## config.mk

```make
export PLATFORM = sky130hd
export DESIGN_NAME = unsorted_list_table_unit
export DESIGN_NICKNAME = d
export VERILOG_FILES = /design/src/rtl/ult_pkg.sv /design/src/rtl/unsorted_list_table_unit.sv /design/src/rtl/ult_store.sv
export VERILOG_INCLUDE_DIRS = /design/src /design/src/rtl
export SDC_FILE = /design/constraint.sdc
export NUM_CORES = 2
export LEC_CHECK = 0
export ABC_AREA = 1
export BUFFER_PORTS_ARGS = -buffer_cell sky130_fd_sc_hd__buf_4
export CORE_UTILIZATION = 35
export CTS_CLUSTER_DIAMETER = 40
export CTS_CLUSTER_SIZE = 20
export DETAILED_ROUTE_END_ITERATION = 8
export HOLD_SLACK_MARGIN = 0.1
export SLEW_MARGIN = 5
export SYNTH_ARGS = -nofsm -noshare
export SYNTH_HDL_FRONTEND = slang
export SYNTH_SLANG_ARGS = --single-unit
```

## constraint.sdc

```tcl
create_clock -name clk_i -period 4.4 [get_ports clk_i]
set_clock_uncertainty 0.15 [all_clocks]
set_input_delay 0.22 -clock clk_i [delete_from_list [all_inputs] [get_ports clk_i]]
set_output_delay 0.22 -clock clk_i [all_outputs]
set_load 0.02 [all_outputs]
```

## src/rtl/unsorted_list_table_unit_assert.svh

```systemverilog
// Assertion macros used by the list table RTL.
// Each macro expects clk_i and rst_ni to be visible where it is used.
`ifndef UNSORTED_LIST_TABLE_UNIT_ASSERT_SVH
`define UNSORTED_LIST_TABLE_UNIT_ASSERT_SVH

// Same-cycle implication, checked while out of reset.
`define ULT_ASSERT_NOW(lbl, ante, cons, msg) \
  lbl: assert property (@(posedge clk_i) disable iff (!rst_ni) (ante) |-> (cons)) \
    else $error(msg);

// Next-cycle implication, checked while out of reset.
`define ULT_ASSERT_NEXT(lbl, ante, cons, msg) \
  lbl: assert property (@(posedge clk_i) disable iff (!rst_ni) (ante) |=> (cons)) \
    else $error(msg);

`endif

```

## src/rtl/ult_pkg.sv

```systemverilog
package ult_pkg;

  // Table geometry.
  localparam int CAPACITY = 64;
  localparam int IDX_W    = $clog2(CAPACITY);
  localparam int CNT_W    = $clog2(CAPACITY + 1);
  localparam int DATA_W   = 32;
  localparam int FUNC_W   = 3;
  localparam int STAT_W   = 2;

  // Operation codes carried by an input word.
  typedef enum logic [FUNC_W-1:0] {
    FN_APPEND    = 3'd0,
    FN_DELETE    = 3'd1,
    FN_FIND      = 3'd2,
    FN_NEXT      = 3'd3,
    FN_RESET_CUR = 3'd4,
    FN_CLEAR     = 3'd5
  } func_e;

  // Result status codes.
  typedef enum logic [STAT_W-1:0] {
    ST_OK        = 2'd0,
    ST_FULL      = 2'd1,
    ST_NOT_FOUND = 2'd2,
    ST_NO_NEXT   = 2'd3
  } status_e;

  // Control sequencer states.
  typedef enum logic [1:0] {
    S_IDLE,
    S_SCAN,
    S_SHIFT,
    S_NEXT
  } state_e;

  // One write and one read request to the entry store.
  typedef struct packed {
    logic              wr_en;
    logic [IDX_W-1:0]  wr_addr;
    logic [DATA_W-1:0] wr_data;
    logic              rd_en;
    logic [IDX_W-1:0]  rd_addr;
  } ram_req_t;

endpackage

```

## src/rtl/unsorted_list_table_unit.sv

```systemverilog
// Unsorted list table: a fixed-capacity list of signed 32-bit entries with a
// forward cursor. Each input word carries an operation code and a value; each
// one produces exactly one result word with status, data, position and count.
// Both channels use valid and stall; a word moves when valid is high and stall
// is low. Results sit in an output register, and a new input word is taken
// only while that register is empty or its word leaves in the same cycle.
// Path from accept to result valid, for a list of n entries:
//   append, reset cursor, clear and unused codes: result registered at accept.
//   next: one read of the entry store, or none when there is no next entry.
//   find: a scan of the entries up to the match, or all n when the value is absent.
//   delete: as find, then a shift down of the entries after the match.
// Only one word is in work at a time; the next word can be taken in the cycle
// after the result is loaded. The scan and the shift each move one entry per
// cycle through the single read port of the entry store, so a delete in a
// full list of 64 entries holds the input side while it reads all of them.
// Reset empties the list and puts the cursor before the first entry; the
// store itself is not cleared. While the receiver stalls a waiting result,
// the input side stalls as well.
`include "unsorted_list_table_unit_assert.svh"

module unsorted_list_table_unit
  import ult_pkg::*;
(
  input  logic                     clk_i,
  input  logic                     rst_ni,
  input  logic                     in_valid_i,
  output logic                     in_stall_o,
  input  logic [FUNC_W-1:0]        func_i,
  input  logic signed [DATA_W-1:0] value_i,
  output logic                     out_valid_o,
  input  logic                     out_stall_i,
  output logic [STAT_W-1:0]        status_o,
  output logic signed [DATA_W-1:0] data_o,
  output logic [IDX_W-1:0]         position_o,
  output logic [CNT_W-1:0]         count_o
);

  state_e            state_q, state_d;
  logic [CNT_W-1:0]  count_q, count_d;
  logic [CNT_W-1:0]  cursor_q, cursor_d;
  logic [CNT_W-1:0]  issue_q, issue_d;
  logic              pend_q, pend_d;
  logic [IDX_W-1:0]  pend_idx_q, pend_idx_d;
  logic [DATA_W-1:0] value_q, value_d;
  logic              del_q, del_d;
  logic              out_valid_q;
  logic [STAT_W-1:0] status_q;
  logic [DATA_W-1:0] data_q;
  logic [IDX_W-1:0]  position_q;
  logic [CNT_W-1:0]  count_res_q;

  logic              in_acc;
  logic              out_free;
  func_e             fn;
  logic [CNT_W-1:0]  nxt_cur;
  logic              next_ok;
  logic              hit;
  logic              walk_end;
  logic              out_load;
  status_e           res_status;
  logic [DATA_W-1:0] res_data;
  logic [IDX_W-1:0]  res_pos;
  ram_req_t          ram_req;
  logic [DATA_W-1:0] rd_data;

  // Entry store.
  ult_store u_store (
    .clk_i     (clk_i),
    .req_i     (ram_req),
    .rd_data_o (rd_data)
  );

  // Handshake and shared conditions.
  assign out_free   = !out_valid_q || !out_stall_i;
  assign in_stall_o = (state_q != S_IDLE) || !out_free;
  assign in_acc     = in_valid_i && !in_stall_o;
  assign fn         = func_e'(func_i);
  assign nxt_cur    = cursor_q + CNT_W'(1);
  assign next_ok    = (count_q != '0) && (nxt_cur < count_q);
  assign hit        = pend_q && (rd_data == value_q);
  assign walk_end   = (issue_q >= count_q);

  // Next-state logic.
  always_comb begin
    state_d = state_q;
    unique case (state_q)
      S_IDLE: begin
        if (in_acc) begin
          if ((fn == FN_DELETE) || (fn == FN_FIND)) begin
            state_d = S_SCAN;
          end else if ((fn == FN_NEXT) && next_ok) begin
            state_d = S_NEXT;
          end
        end
      end
      S_SCAN: begin
        if (hit) begin
          state_d = del_q ? S_SHIFT : S_IDLE;
        end else if (walk_end) begin
          state_d = S_IDLE;
        end
      end
      S_SHIFT: begin
        if (walk_end) begin
          state_d = S_IDLE;
        end
      end
      S_NEXT: begin
        state_d = S_IDLE;
      end
      default: begin
        state_d = S_IDLE;
      end
    endcase
  end

  // Datapath, store requests and result loading.
  always_comb begin
    count_d    = count_q;
    cursor_d   = cursor_q;
    issue_d    = issue_q;
    pend_d     = pend_q;
    pend_idx_d = pend_idx_q;
    value_d    = value_q;
    del_d      = del_q;
    ram_req    = '0;
    out_load   = 1'b0;
    res_status = ST_OK;
    res_data   = '0;
    res_pos    = '0;
    unique case (state_q)
      S_IDLE: begin
        if (in_acc) begin
          unique case (fn)
            FN_APPEND: begin
              out_load = 1'b1;
              if (count_q < CNT_W'(CAPACITY)) begin
                ram_req.wr_en   = 1'b1;
                ram_req.wr_addr = count_q[IDX_W-1:0];
                ram_req.wr_data = value_i;
                count_d         = count_q + CNT_W'(1);
              end else begin
                res_status = ST_FULL;
              end
            end
            FN_DELETE, FN_FIND: begin
              value_d = value_i;
              del_d   = (fn == FN_DELETE);
              issue_d = '0;
              pend_d  = 1'b0;
            end
            FN_NEXT: begin
              if (next_ok) begin
                ram_req.rd_en   = 1'b1;
                ram_req.rd_addr = nxt_cur[IDX_W-1:0];
                cursor_d        = nxt_cur;
              end else begin
                out_load   = 1'b1;
                res_status = ST_NO_NEXT;
              end
            end
            FN_RESET_CUR: begin
              cursor_d = '1;
              out_load = 1'b1;
            end
            FN_CLEAR: begin
              count_d  = '0;
              out_load = 1'b1;
            end
            default: begin
              out_load = 1'b1;
            end
          endcase
        end
      end
      S_SCAN: begin
        // Check the word read last cycle; on no match, read on until the end.
        if (hit) begin
          pend_d = 1'b0;
          if (del_q) begin
            issue_d = CNT_W'(pend_idx_q) + CNT_W'(1);
          end else begin
            out_load = 1'b1;
            res_pos  = pend_idx_q;
          end
        end else if (walk_end) begin
          pend_d     = 1'b0;
          out_load   = 1'b1;
          res_status = ST_NOT_FOUND;
        end else begin
          ram_req.rd_en   = 1'b1;
          ram_req.rd_addr = issue_q[IDX_W-1:0];
          pend_d          = 1'b1;
          pend_idx_d      = issue_q[IDX_W-1:0];
          issue_d         = issue_q + CNT_W'(1);
        end
      end
      S_SHIFT: begin
        // Each entry read last cycle is written one place lower.
        if (pend_q) begin
          ram_req.wr_en   = 1'b1;
          ram_req.wr_addr = pend_idx_q - IDX_W'(1);
          ram_req.wr_data = rd_data;
        end
        if (walk_end) begin
          pend_d   = 1'b0;
          count_d  = count_q - CNT_W'(1);
          out_load = 1'b1;
        end else begin
          ram_req.rd_en   = 1'b1;
          ram_req.rd_addr = issue_q[IDX_W-1:0];
          pend_d          = 1'b1;
          pend_idx_d      = issue_q[IDX_W-1:0];
          issue_d         = issue_q + CNT_W'(1);
        end
      end
      S_NEXT: begin
        out_load = 1'b1;
        res_data = rd_data;
      end
      default: begin
        out_load = 1'b0;
      end
    endcase
  end

  // Control registers.
  always_ff @(posedge clk_i or negedge rst_ni) begin
    if (!rst_ni) begin
      state_q     <= S_IDLE;
      count_q     <= '0;
      cursor_q    <= '1;
      pend_q      <= 1'b0;
      out_valid_q <= 1'b0;
    end else begin
      state_q  <= state_d;
      count_q  <= count_d;
      cursor_q <= cursor_d;
      pend_q   <= pend_d;
      if (out_load) begin
        out_valid_q <= 1'b1;
      end else if (!out_stall_i) begin
        out_valid_q <= 1'b0;
      end
    end
  end

  // Payload registers.
  always_ff @(posedge clk_i) begin
    issue_q    <= issue_d;
    pend_idx_q <= pend_idx_d;
    value_q    <= value_d;
    del_q      <= del_d;
    if (out_load) begin
      status_q    <= res_status;
      data_q      <= res_data;
      position_q  <= res_pos;
      count_res_q <= count_d;
    end
  end

  assign out_valid_o = out_valid_q;
  assign status_o    = status_q;
  assign data_o      = data_q;
  assign position_o  = position_q;
  assign count_o     = count_res_q;

  // Checks on the sequencer and the result register.
  `ULT_ASSERT_NOW(a_count_range, 1'b1, count_q <= CNT_W'(CAPACITY),
    "entry count exceeds capacity")
  `ULT_ASSERT_NOW(a_busy_stalls, state_q != S_IDLE, in_stall_o,
    "input word accepted while an operation is in work")
  `ULT_ASSERT_NOW(a_load_free, out_load, out_free,
    "result register overwritten before it was taken")
  `ULT_ASSERT_NEXT(a_next_returns, (state_q == S_NEXT), out_valid_q && (state_q == S_IDLE),
    "next operation did not deliver its result")

endmodule

```

## src/rtl/ult_store.sv

```systemverilog
module ult_store
  import ult_pkg::*;
(
  input  logic              clk_i,
  input  ram_req_t          req_i,
  output logic [DATA_W-1:0] rd_data_o
);

  logic [DATA_W-1:0] mem [CAPACITY];
  logic [DATA_W-1:0] rd_data_q;

  // Simple dual-port array: one write and one registered read per cycle.
  always_ff @(posedge clk_i) begin
    if (req_i.wr_en) begin
      mem[req_i.wr_addr] <= req_i.wr_data;
    end
    if (req_i.rd_en) begin
      rd_data_q <= mem[req_i.rd_addr];
    end
  end

  assign rd_data_o = rd_data_q;

endmodule

```

==> qor.yml <==
clock_path_buffers: 4
syn_inst: 7643
grt_pass1_wl_microns: 437600
grt_max_degree: 133
yosysWarnings: 0
cts.clk_slew.worst_paths_ns: 0.06
start_util: 0.3518
numCtsBuffers: 291
whs_ns: 0.2847
rsz0062_at_grt: "true"
drc: 0
io_buffer_count: 87
critPathTopFamily: "simple AND/OR/NAND/NOR gates"
drt-total-wl_microns: 306700
dr_total_vias: 67590
cp_max_fo: 22
cts_max_level: 5
cp_slowest_cell: "dfstp_2"
syn-cell-area_sq_mm: 0.09119
start_kind: "flip-flop"
cts-root-buf: "clkbuf_16"
synthesis.nets: 7707
seq_area_sq_mm: 0.06571
worst_pin_slew_ns: 1.349
die-area_sq_mm: 0.2626
setup_ws_ns: -0.1509
critical_path.max_stage_delay_ns: 0.57
ys_ff_latch: 2191
hold_end: "status_o[1]"
grtUsageTotal: 0.2246
worstSkewPairLatency_ns: 0.96
nets: 8335
synth_ff_type: "edfxtp_1"
finalSetupViolCount: 32
power_mw: 79.88
leakage_nw: 41.76
whs_path_depth: 5
min_from: "func_i[2]"
gp_congestion: 0.8988
cp_num_buf_inv: 4
finalHoldViolCount: 0
maxClockFrequency_mhz: 219.7
violations: "setup timing"
crit_type: "reg -> reg"
first_pass_iters: 8
intPower_mw: 49.17
outcome: "finished with violations"
required_ns: 4.94
maxCapViolCount: 0
fillerInstances: 23000
maxSlewViolCount: 0
placed_cell_area_sq_mm: 0.1013
core_area_sq_mm: 0.2592
synth_cell_types: 47
ys_seq_area_frac: 0.7206
hold_path.class: "in -> reg"
wire_per_inst_microns: 25.79
dp_slack_ns: -0.6648
die_w_microns: 512.4
dp_hpwl_microns: 175900
async_reset_ff_frac: 0.008215
p_sw_mw: 30.72
num_rows: 187
cp.arrival_ns: 5.09
area_growth_pct: 26.02
reg2reg_setup_slack_ns: -0.15
ir_worst_vdd_mv: 0.4694
stdcell_area_sq_mm: 0.1149
grt_pass1_vias: 64000
rr_endpoint: "u_store.rd_data_o[4]"
ios: 88
rr_worst_depth: 25
syn_avg_cell_area_sq_um: 11.93
antenna_found_initial: 8
synth-edff-count: 2173
switching_share: 0.3845
min_period_ns: 4.551
antenna_left: 0
seq_power_share: 0.313
p_per_area_mw_per_mm2: 695.1
drt_iter0_drc: 9696
cts.sinks: 2191
multi_input_area_sq_mm: 0.02455
relSlewSlack: 0.1006
die_y_microns: 512.4
fin_crit_sh: 1.034
p_comb_frac: 0.400
overflow: 0
timing.rr.start: "cursor_q[1]"
drive_above_1_share: 0.1982
end_kind: "flip-flop"
worstSetupStartpoint: "cursor_q[1]"
via_per_inst: 5.684
cts_tree: "built"
clkPwrFrac: 0.287
[registers in the layout, indices dropped and copies added (netlist names), 7 cells and up]
name / cells
cursor_q: 7
data_o: 32
count_q: 7
count_o: 7
value_q: 32
u_store.mem: 2048
u_store.rd_data_o: 32
issue_q: 7
[timing repair]
item	4_1_cts	5_1_grt
gates cloned	17	12
hold buffers	78	0
pin swaps	60	37
endpoints found under the setup margin	32	131
gates resized for setup	319	133
hold endpoints to repair	1375	0
buffers inserted	53	32
[cell type report]
type                       count  share of cell area
multi-input combinational   4730              0.2136
antenna                        4          0.00008710
tap                         3402             0.03704
timing repair inverter         1           0.0001415
clock inverter               188             0.01586
timing repair buffer         909             0.09069
clock buffer                 319             0.06548
inverter                     147            0.005269
sequential                  2191              0.5718
[cells by family after synthesis]
group           share of synthesized area
buf+inv                           0.03523
xor+xnor                         0.002305
flops                              0.7206
compound gates                   0.007148
mux                             0.0001098
fa+ha+maj                        0.003430
simple gates                       0.2312
[layer usage]
metal,vias to the layer above,track usage,part of all wire
li1,29390,-,-
met1,33440,0.3125,0.40
met2,4167,0.3413,0.45
met3,602,0.04556,0.11
met4,2,0.09328,0.040
met5,-,0,0.000042
[power by group through the flow]
stage	combinational (mW)	clock, mW	sequential [mW]
6_report	31.9	23.0	25.0
5_1_grt	33.5	24.0	25.0
4_1_cts	30.1	23.1	24.9
3_5_place_dp	27.3	0	25.4
3_3_place_gp	27.2	0	25.4
2_1_floorplan	13.8	0	25.4
[cell usage after synthesis (21+ instances only)]
cell type  count  share of area
nand4_1       46         0.0032
o21ai_0       54         0.0030
buf_2        282          0.015
nand3_1     2982           0.16
nor2_1       151         0.0062
clkbuf_1     222         0.0091
ha_1          25         0.0034
nand2_1     1358          0.056
a21oi_1       21         0.0012
edfxtp_1    2173           0.72
buf_1         48         0.0020
inv_1        137         0.0056
[worst register-to-register path, stage by stage (launching register included)]
cell and delay, ns:
dfstp_2 0.57, ha_4 0.16, nand3_4 0.09, nor3_4 0.23
xor2_2 0.19, ha_1 0.27, a21oi_1 0.16, o21ai_1 0.10
nor2_2 0.15, nand3_2 0.11, nor2_4 0.20, nand2_4 0.13
nand3_4 0.18, nand2_8 0.16, buf_4 0.21, buf_6 0.12
bufbuf_16 0.30, nand2_1 0.07, nand3_1 0.08, nand3_1 0.11
nand3_2 0.10, nand3_1 0.11, buf_4 0.14, nand2_1 0.07
nand2_2 0.11, nand2_1 0.06
[per-stage QoR]
stage	cells	setup TNS [ns]	utilization
2_1_floorplan	7643	-512.83	-
3_3_place_gp	11190	-13.34	0.3908
3_5_place_dp	11190	-13.60	0.3908
4_1_cts	11840	-1.175	0.4387
5_1_grt	11890	-8.402	0.4433
6_report	11890	-3.049	0.4433
[layout by cell type, fill, tap and decap left out, types with 8 or more instances in the layout]
cell type and instances:
a21oi_1 21, buf_12 180, buf_16 28, buf_4 547, buf_6 46, buf_8 16, bufinv_16 17, clkbuf_1 21
clkbuf_16 304, clkinv_1 28, clkinv_2 34, clkinv_4 23, clkinv_8 12, clkinvlp_4 22, dfrtp_1 11, dlygate4sd3_1 78
edfxtp_1 2173, ha_1 24, inv_1 135, inv_6 46, inv_8 12, nand2_1 1282, nand2_2 48, nand2_4 28
nand3_1 2807, nand3_2 153, nand3_4 25, nand4_1 46, nor2_1 83, nor2_2 8, nor2_4 65, o21ai_0 29
o21ai_4 24, xnor2_1 12, xor2_1 10
[worst max-delay path by stage]
stage	to	slack, ns	cells past startpoint
after floorplan	u_store.mem[0][2]	-0.36	7
after global placement	u_store.rd_data_o[28]	-0.68	23
after detailed placement	u_store.rd_data_o[19]	-0.66	24
after CTS	u_store.rd_data_o[24]	-0.10	26
after global routing	u_store.rd_data_o[24]	-0.31	26
final	u_store.rd_data_o[4]	-0.15	25
Note: power is estimated with default switching activity, not from simulation.
